File: config.mk
export PLATFORM = sky130hd
export DESIGN_NAME = zigzag_cantor_pair_unpair_unit
export DESIGN_NICKNAME = d
export VERILOG_FILES = /design/src/rtl/zcp_pkg.sv /design/src/rtl/zigzag_cantor_pair_unpair_unit.sv /design/src/rtl/zcp_finish.sv
export SDC_FILE = /design/constraint.sdc
export NUM_CORES = 2
export LEC_CHECK = 0
export BUFFER_PORTS_ARGS = -buffer_cell sky130_fd_sc_hd__buf_2
export CAP_MARGIN = 20
export CORE_MARGIN = 2
export CORE_UTILIZATION = 45
export CTS_BUF_LIST = sky130_fd_sc_hd__clkbuf_8
export DETAILED_ROUTE_END_ITERATION = 8
export GPL_ROUTABILITY_DRIVEN = 0
export GPL_TIMING_DRIVEN = 0
export PLACE_DENSITY = 0.63
export SYNTH_ARGS = -nofsm -noshare
export SYNTH_HDL_FRONTEND = slang
export SYNTH_HIERARCHICAL = 1
export SYNTH_SLANG_ARGS = --single-unit
export TNS_END_PERCENT = 1
File: constraint.sdc
create_clock -name aclk -period 113.9 [get_ports aclk]
set_input_delay 22.78 -clock aclk [delete_from_list [all_inputs] [get_ports aclk]]
set_output_delay 22.78 -clock aclk [all_outputs]
set_load 0.005 [all_outputs]
File: src/rtl/zcp_pkg.sv
`default_nettype none

package zcp_pkg;

    localparam int COORD_BITS    = 16;
    localparam int KEY_BITS      = 2 * COORD_BITS + 1;
    localparam int SUM_BITS      = COORD_BITS + 1;
    localparam int CAND_BITS     = KEY_BITS + 1;
    localparam int PROD_BITS     = 2 * SUM_BITS;
    localparam int SEARCH_STAGES = COORD_BITS + 1;
    localparam int IN_TDATA_BITS  = ((2 * COORD_BITS + KEY_BITS + 7) / 8) * 8;
    localparam int OUT_TDATA_BITS = ((KEY_BITS + 2 * COORD_BITS + 7) / 8) * 8;

    typedef logic [COORD_BITS-1:0] coord_t;
    typedef logic [KEY_BITS-1:0]   key_t;
    typedef logic [SUM_BITS-1:0]   sum_t;

    typedef enum logic {
        OP_PAIR   = 1'b0,
        OP_UNPAIR = 1'b1
    } opcode_t;

    // one pipeline slot: pair path uses psum/pkey, unpair path uses s/tnum
    typedef struct packed {
        opcode_t op;
        key_t    key;
        coord_t  ex;
        coord_t  ez;
        sum_t    psum;
        key_t    pkey;
        sum_t    s;
        key_t    tnum;
    } stage_t;

    typedef struct packed {
        key_t   key;
        coord_t x;
        coord_t z;
        logic   err;
    } result_t;

    function automatic coord_t zigzag(coord_t v);
        return {v[COORD_BITS-2:0], 1'b0} ^ {COORD_BITS{v[COORD_BITS-1]}};
    endfunction

    function automatic coord_t unzigzag(coord_t m);
        return {1'b0, m[COORD_BITS-1:1]} ^ {COORD_BITS{m[0]}};
    endfunction

    // triangular number of 2^b
    function automatic logic [CAND_BITS-1:0] tri_pow2(int b);
        logic [CAND_BITS-1:0] p;
        p = CAND_BITS'(1) << b;
        if (b == 0) begin
            return CAND_BITS'(1);
        end
        return (p >> 1) * (p + CAND_BITS'(1));
    endfunction

endpackage

`default_nettype wire

File: src/rtl/zigzag_cantor_pair_unpair_unit.sv
`default_nettype none

// Channel   Dir  tvalid/tready  tdata (low bit up)                  tuser
// s_        in   s_tvalid/rdy   coord_x[15:0] coord_z[31:16]        opcode (0 pair, 1 unpair)
//                               key_in[64:32], zero pad to 72
// m_        out  m_tvalid/rdy   key_out[32:0] x_out[48:33]          range_error
//                               z_out[64:49], zero pad to 72
//
// One transfer per cycle in and out while m_ is not stalled. The pipe holds:
// one input stage, COORD_BITS + 1 root-search stages (one root bit each), output register.
// The pair path (sum, triangular number, add) rides the first search stages.
// aresetn clears only valid bits; payload registers are not reset.
// A stall on m_ freezes the whole pipe; s_tready drops only while the output is full and
// not taken, so nothing is lost or repeated.
module zigzag_cantor_pair_unpair_unit (
    input  var logic                                 aclk,
    input  var logic                                 aresetn,

    input  var logic                                 s_tvalid,
    output logic                                     s_tready,
    // coord_x, coord_z, key_in, zero pad
    input  var logic [zcp_pkg::IN_TDATA_BITS-1:0]    s_tdata,
    // opcode
    input  var logic                                 s_tuser,

    output logic                                     m_tvalid,
    input  var logic                                 m_tready,
    // key_out, x_out, z_out, zero pad
    output logic [zcp_pkg::OUT_TDATA_BITS-1:0]       m_tdata,
    // range_error
    output logic                                     m_tuser
);

    localparam int S = zcp_pkg::SEARCH_STAGES;

    zcp_pkg::stage_t  pipe_reg   [0:S];
    zcp_pkg::stage_t  pipe_next  [0:S];
    logic [S:0]       vld_reg;
    logic [S:0]       vld_next;
    zcp_pkg::result_t out_reg;
    zcp_pkg::result_t out_next;
    logic             out_vld_reg;
    logic             out_vld_next;
    logic             pipe_en;

    // whole pipe advances unless the output holds a result that is not taken
    assign pipe_en  = !out_vld_reg || m_tready;
    assign s_tready = pipe_en;

    // input stage: zigzag both coordinates up front
    always_comb begin
        pipe_next[0]      = '0;
        pipe_next[0].op   = zcp_pkg::opcode_t'(s_tuser);
        pipe_next[0].ex   = zcp_pkg::zigzag(s_tdata[zcp_pkg::COORD_BITS-1:0]);
        pipe_next[0].ez   = zcp_pkg::zigzag(s_tdata[2*zcp_pkg::COORD_BITS-1:zcp_pkg::COORD_BITS]);
        pipe_next[0].key  = s_tdata[2*zcp_pkg::COORD_BITS+zcp_pkg::KEY_BITS-1:
                                    2*zcp_pkg::COORD_BITS];
    end

    // search stage k decides root bit COORD_BITS+1-k:
    //   T(s | 2^b) = T(s) + (s << b) + T(2^b), since s has no bits at or below b
    genvar k;
    generate
        for (k = 1; k <= S; k++) begin : gen_stage
            localparam int BPOS = zcp_pkg::COORD_BITS + 1 - k;
            localparam logic [zcp_pkg::CAND_BITS-1:0] TRI_B = zcp_pkg::tri_pow2(BPOS);

            logic [zcp_pkg::CAND_BITS-1:0] cand;
            logic [zcp_pkg::PROD_BITS-1:0] prod;

            assign cand = zcp_pkg::CAND_BITS'(pipe_reg[k-1].tnum)
                        + (zcp_pkg::CAND_BITS'(pipe_reg[k-1].s) << BPOS) + TRI_B;
            assign prod = zcp_pkg::PROD_BITS'(pipe_reg[k-1].psum)
                        * (zcp_pkg::PROD_BITS'(pipe_reg[k-1].psum) + zcp_pkg::PROD_BITS'(1));

            always_comb begin
                pipe_next[k] = pipe_reg[k-1];
                if (cand <= zcp_pkg::CAND_BITS'(pipe_reg[k-1].key)) begin
                    pipe_next[k].s    = pipe_reg[k-1].s | (zcp_pkg::SUM_BITS'(1) << BPOS);
                    pipe_next[k].tnum = cand[zcp_pkg::KEY_BITS-1:0];
                end
                // pair path: sum, triangular number, add ez
                if (k == 1) begin
                    pipe_next[k].psum = zcp_pkg::SUM_BITS'(pipe_reg[k-1].ex)
                                      + zcp_pkg::SUM_BITS'(pipe_reg[k-1].ez);
                end
                if (k == 2) begin
                    pipe_next[k].pkey = prod[zcp_pkg::KEY_BITS:1];
                end
                if (k == 3) begin
                    pipe_next[k].pkey = pipe_reg[k-1].pkey
                                      + zcp_pkg::KEY_BITS'(pipe_reg[k-1].ez);
                end
            end
        end
    endgenerate

    zcp_finish u_finish (
        .stage_i  (pipe_reg[S]),
        .result_o (out_next)
    );

    assign vld_next     = {vld_reg[S-1:0], s_tvalid};
    assign out_vld_next = vld_reg[S];

    always_ff @(posedge aclk) begin
        if (!aresetn) begin
            vld_reg     <= '0;
            out_vld_reg <= 1'b0;
        end else if (pipe_en) begin
            vld_reg     <= vld_next;
            out_vld_reg <= out_vld_next;
        end
    end

    always_ff @(posedge aclk) begin
        if (pipe_en) begin
            pipe_reg <= pipe_next;
            out_reg  <= out_next;
        end
    end

    assign m_tvalid = out_vld_reg;
    assign m_tdata  = zcp_pkg::OUT_TDATA_BITS'({out_reg.z, out_reg.x, out_reg.key});
    assign m_tuser  = out_reg.err;

`ifndef SYNTHESIS
    // a flagged unpair carries all-zero payload
    a_err_zero: assert property (@(posedge aclk) disable iff (!aresetn)
        out_vld_reg && out_reg.err |->
            out_reg.key == '0 && out_reg.x == '0 && out_reg.z == '0)
        else $error("flagged result with nonzero payload");

    // root search never overshoots the key
    a_root_bound: assert property (@(posedge aclk) disable iff (!aresetn)
        vld_reg[S] && pipe_reg[S].op == zcp_pkg::OP_UNPAIR |->
            pipe_reg[S].tnum <= pipe_reg[S].key)
        else $error("root search exceeded key");

    // stalled pipe keeps its occupancy
    a_stall_hold: assert property (@(posedge aclk) disable iff (!aresetn)
        !pipe_en |=> $stable(vld_reg) && $stable(out_vld_reg))
        else $error("pipe moved during stall");
`endif

endmodule

`default_nettype wire

File: src/rtl/zcp_finish.sv
`default_nettype none

// Last step: remainder of the root search gives ez, then ex; range check and unzigzag.
module zcp_finish (
    input  var zcp_pkg::stage_t  stage_i,
    output zcp_pkg::result_t     result_o
);

    zcp_pkg::key_t ez;
    zcp_pkg::key_t ex;
    logic          err;

    assign ez  = stage_i.key - stage_i.tnum;
    assign ex  = zcp_pkg::KEY_BITS'(stage_i.s) - ez;
    assign err = ((ex >> zcp_pkg::COORD_BITS) != '0) || ((ez >> zcp_pkg::COORD_BITS) != '0);

    always_comb begin
        result_o = '0;
        if (stage_i.op == zcp_pkg::OP_UNPAIR) begin
            result_o.err = err;
            if (!err) begin
                result_o.x = zcp_pkg::unzigzag(ex[zcp_pkg::COORD_BITS-1:0]);
                result_o.z = zcp_pkg::unzigzag(ez[zcp_pkg::COORD_BITS-1:0]);
            end
        end else begin
            result_o.key = stage_i.pkey;
        end
    end

endmodule

`default_nettype wire
Yosys cells after proc, flatten, opt, wreduce, memory -nomap -nowiden:

Cells that the tools add are included.

* mux-type cells: 17
* bitwise gates (word level): 5
* reductions and logical operators: 6
* $add $sub $neg: 37
* $lt $le $gt $ge: 17
* multiply operators: 1

Operator list (count)
* 34-bit by 33-bit <= comparator with 1-bit output: 16
* 33-bit 2-to-1 mux: 16
* 33-bit nonzero test: 2
* 33-bit by 17-bit adder with 34-bit output: 1
* 33-bit by 18-bit adder with 34-bit output: 1
* 33-bit by 19-bit adder with 34-bit output: 1
* 33-bit by 20-bit adder with 34-bit output: 1
* 33-bit by 21-bit adder with 34-bit output: 1
* 33-bit by 22-bit adder with 34-bit output: 1
* 33-bit by 23-bit adder with 34-bit output: 1
* 33-bit by 24-bit adder with 34-bit output: 1
* 33-bit by 25-bit adder with 34-bit output: 1
* 33-bit by 26-bit adder with 34-bit output: 1
* 33-bit by 27-bit adder with 34-bit output: 1
* 33-bit by 28-bit adder with 34-bit output: 1
* 33-bit by 29-bit adder with 34-bit output: 1
* 33-bit by 30-bit adder with 34-bit output: 1
* 33-bit by 31-bit adder with 34-bit output: 1
* 33-bit by 32-bit adder with 34-bit output: 1
* 34-bit by 1-bit adder with 34-bit output (second input constant): 1
* 34-bit by 10-bit adder with 34-bit output (second input constant): 1
* 34-bit by 12-bit adder with 34-bit output (second input constant): 1
* 34-bit by 14-bit adder with 34-bit output (second input constant): 1
* 34-bit by 16-bit adder with 34-bit output (second input constant): 1
* other kinds (25): 28

* register bits: 2140
* output and inout port bits: 75
* logic and storage cells: 196
* bits of input ports: 77

Depth between registers and ports, before layout:

* word-level depth: 5
* depth in mapped cells: 32
* gate-level depth less buffers: 29

Cells and area by module:

The synthesis kept the hierarchy.

Modules (own cells, without submodules)
* zigzag_cantor_pair_unpair_unit: cells each 7063, area an instance 112517.9 um2, sequential area each 78004.8 um2, instances 1
* zcp_finish: cells each 513, area an instance 3761.1 um2, sequential area each 0.0 um2, instances 1

Worst setup path after synthesis:

Ideal clock, no wire load.

* path kind: input to output
* start point: input m_tready
* end point: output s_tready
* path slack: -1406 ps
* required time: 91120 ps
* arrival: 92526 ps
* stages: 3
* path buffers: 1
* path through: nor2b_1 > clkinv_1 > clkbuf_1

* longest elaborated chain between the ends: 1

RTL lines
* start: declaration: RTL line zigzag_cantor_pair_unpair_unit.sv:27 `input var logic m_tready,`
* 1-bit logical OR: RTL line zigzag_cantor_pair_unpair_unit.sv:47 `assign pipe_en = !out_vld_reg || m_tready;`
* end: declaration: RTL line zigzag_cantor_pair_unpair_unit.sv:20 `output logic s_tready,`

No other way between the ends.

Worst setup path in the final report:

Ends and elaborated chain as after synthesis.

==> summary.md <==
| Metric | Value |
|---|---|
| Max Clk Rate | 20.9 MHz |
| DRT Pass-1 Iters | 7 |
| Initial core utilization | 0.453 |
| Top-level I/O count | 152 |
| CTS tree | built |
| Avg Synthesized Cell Area | 13.7 sq um |
| Worst R2R Start | pipe_next[2573]$_DFFE_PP_ |
| CP required | 91.12 ns |
| Iter 0 DRT Violations | 2855 |
| Routed Antenna Nets | 0 |
| Synth Instances | 6792 |
| Number of flip-flops in the largest register | 1121 |
| Worst-path fanout max | 71 |
| Pre-CTS setup slack | 66.07 ns |
| Reg2reg setup slack | 104.40 ns |
| Hold_sp | pipe_next[1879]$_DFFE_PP_ |
| DP HPWL | 130000 um |
| Final Cycle Share | 0.420 |
| Synthesis Warnings | 6 |
| WL per Instance | 16.9 um |
| Total detailed-routing wirelength | 173000 um |
| PnR worst setup slack | 66.11 ns |
| Gr usage total | 0.165 |
| Cell Count, Final, Fillers Out | 10200 |
| Routed vias | 51700 |
| Worst hold path class | reg -> reg |
| RSZ-0062 raised after global routing | false |
| Clk_skew | 0.0838 ns |
| Layout Nets | 8298 |
| Crit Path Class | in -> out |
| Via/cell ratio | 5.07 |
| Status | completed |
| Area Overhead vs Synth | 11.5% |
| CTS root buf | clkbuf_8 |
| Crit. Startpoint | m_tready |
| CP Capture Type | output pin |
| Total core area | 205000 sq um |
| Post-CTS Setup Bufs | 0 |
| Die height | 458 um |
| Layout Utilization | 0.505 |
| Layout cells sized above 1 | 0.117 |
| IO Port Bufs | 137 |
| Worst-Skew Late Latency | 1.03 ns |
| WP data arrival | 25.01 ns |
| CTS clk-pin slew, worst paths | 0.06 ns |
| Post-CTS sizing | 0 |
| Chip Width | 458 um |
| Site Rows | 166 |
| Startpoint Class | input port |
| Initial antenna violation count | 3 |
| Final Hold Vio Count | 0 |
| Tmin final | 47.79 ns |
| Max Slew Vio Count | 0 |
| Most frequent cells in the layout | 1801 x edfxtp_1, 884 x inv_1, 689 x ha_1 |
| Rel. slew slack | 0.155 |
| Post-DP Area | 97600 sq um |
| Longest Clk Path Bufs | 4 |
| Clk sinks | 1820 |
| Remaining global-route overflow | 0 |
| Mapped Area | 92700 sq um |
| # placed instances | 9653 |
| CTS Hold Buffers Added | 0 |
| Max-cap viol count | 0 |
| Cts bufs inserted | 322 |
| H-tree depth | 5 |
| Final non-filler cell area | 103000 sq um |
| Pin count of the biggest net entering global routing | 77 |
| Vias in the first global route | 53900 |
| Final setup fails | 0 |
| First-pass GRT wire length | 276000 um |
| Commonest non-fill, non-tap cell in the layout | edfxtp_1 |
| Die Area | 210000 sq um |
| Worst slew pin tran | 1.26 ns |
| Residual DRC | 0 |
| Filler instances | 17400 |
[layout make-up]
class,instances,area [sq um],area share
repair buffers,167,1460,0.0141
diodes,8,20.0,0.000194
well taps,2688,3360,0.0325
plain buffers,114,699,0.00676
multi-input cells,4054,34600,0.334
clock inverters,203,1300,0.0125
clock buffers,327,4500,0.0435
inverters,810,3040,0.0294
flip-flops and latches,1820,54500,0.527
[path summary, 6_finish.rpt]
| path | end | depth (start not counted) |
|---|---|---|
| min | pipe_next[1713]$_DFFE_PP_ | 0 |
| max reg2reg | pipe_reg[2571]$_DFFE_PP_ | 30 |
| min reg2reg | pipe_next[1713]$_DFFE_PP_ | 0 |
| max | s_tready | 8 |
[worst max-delay path: stages]
cell,delay (ns)
buf_2,0.07
nor2b_1,0.04
clkinv_1,0.16
clkbuf_4,0.58
buf_16,0.33
buf_16,0.33
buf_16,0.36
buf_2,0.18
[per-layer routing]
metal | vias up | GRT usage | part of all wire
met1 | 24600 | 0.185 | 0.40
met3 | 555 | 0.0270 | 0.038
met4 | 0 | 0.104 | 0.064
met5 | - | 0 | 0
met2 | 1112 | 0.293 | 0.50
li1 | 25400 | - | -
[through the flow]
step	hold WS, ns	TNS (ns)
global placement	0.400	-1.36
global route	0.366	0
detailed placement	0.405	0
CTS	0.351	0
floorplan	0.400	0
finish	0.362	0
Power is left out: the tool's default activity adds up to more than one toggle a clock period on the data nets, which glitch-free logic cannot reach.
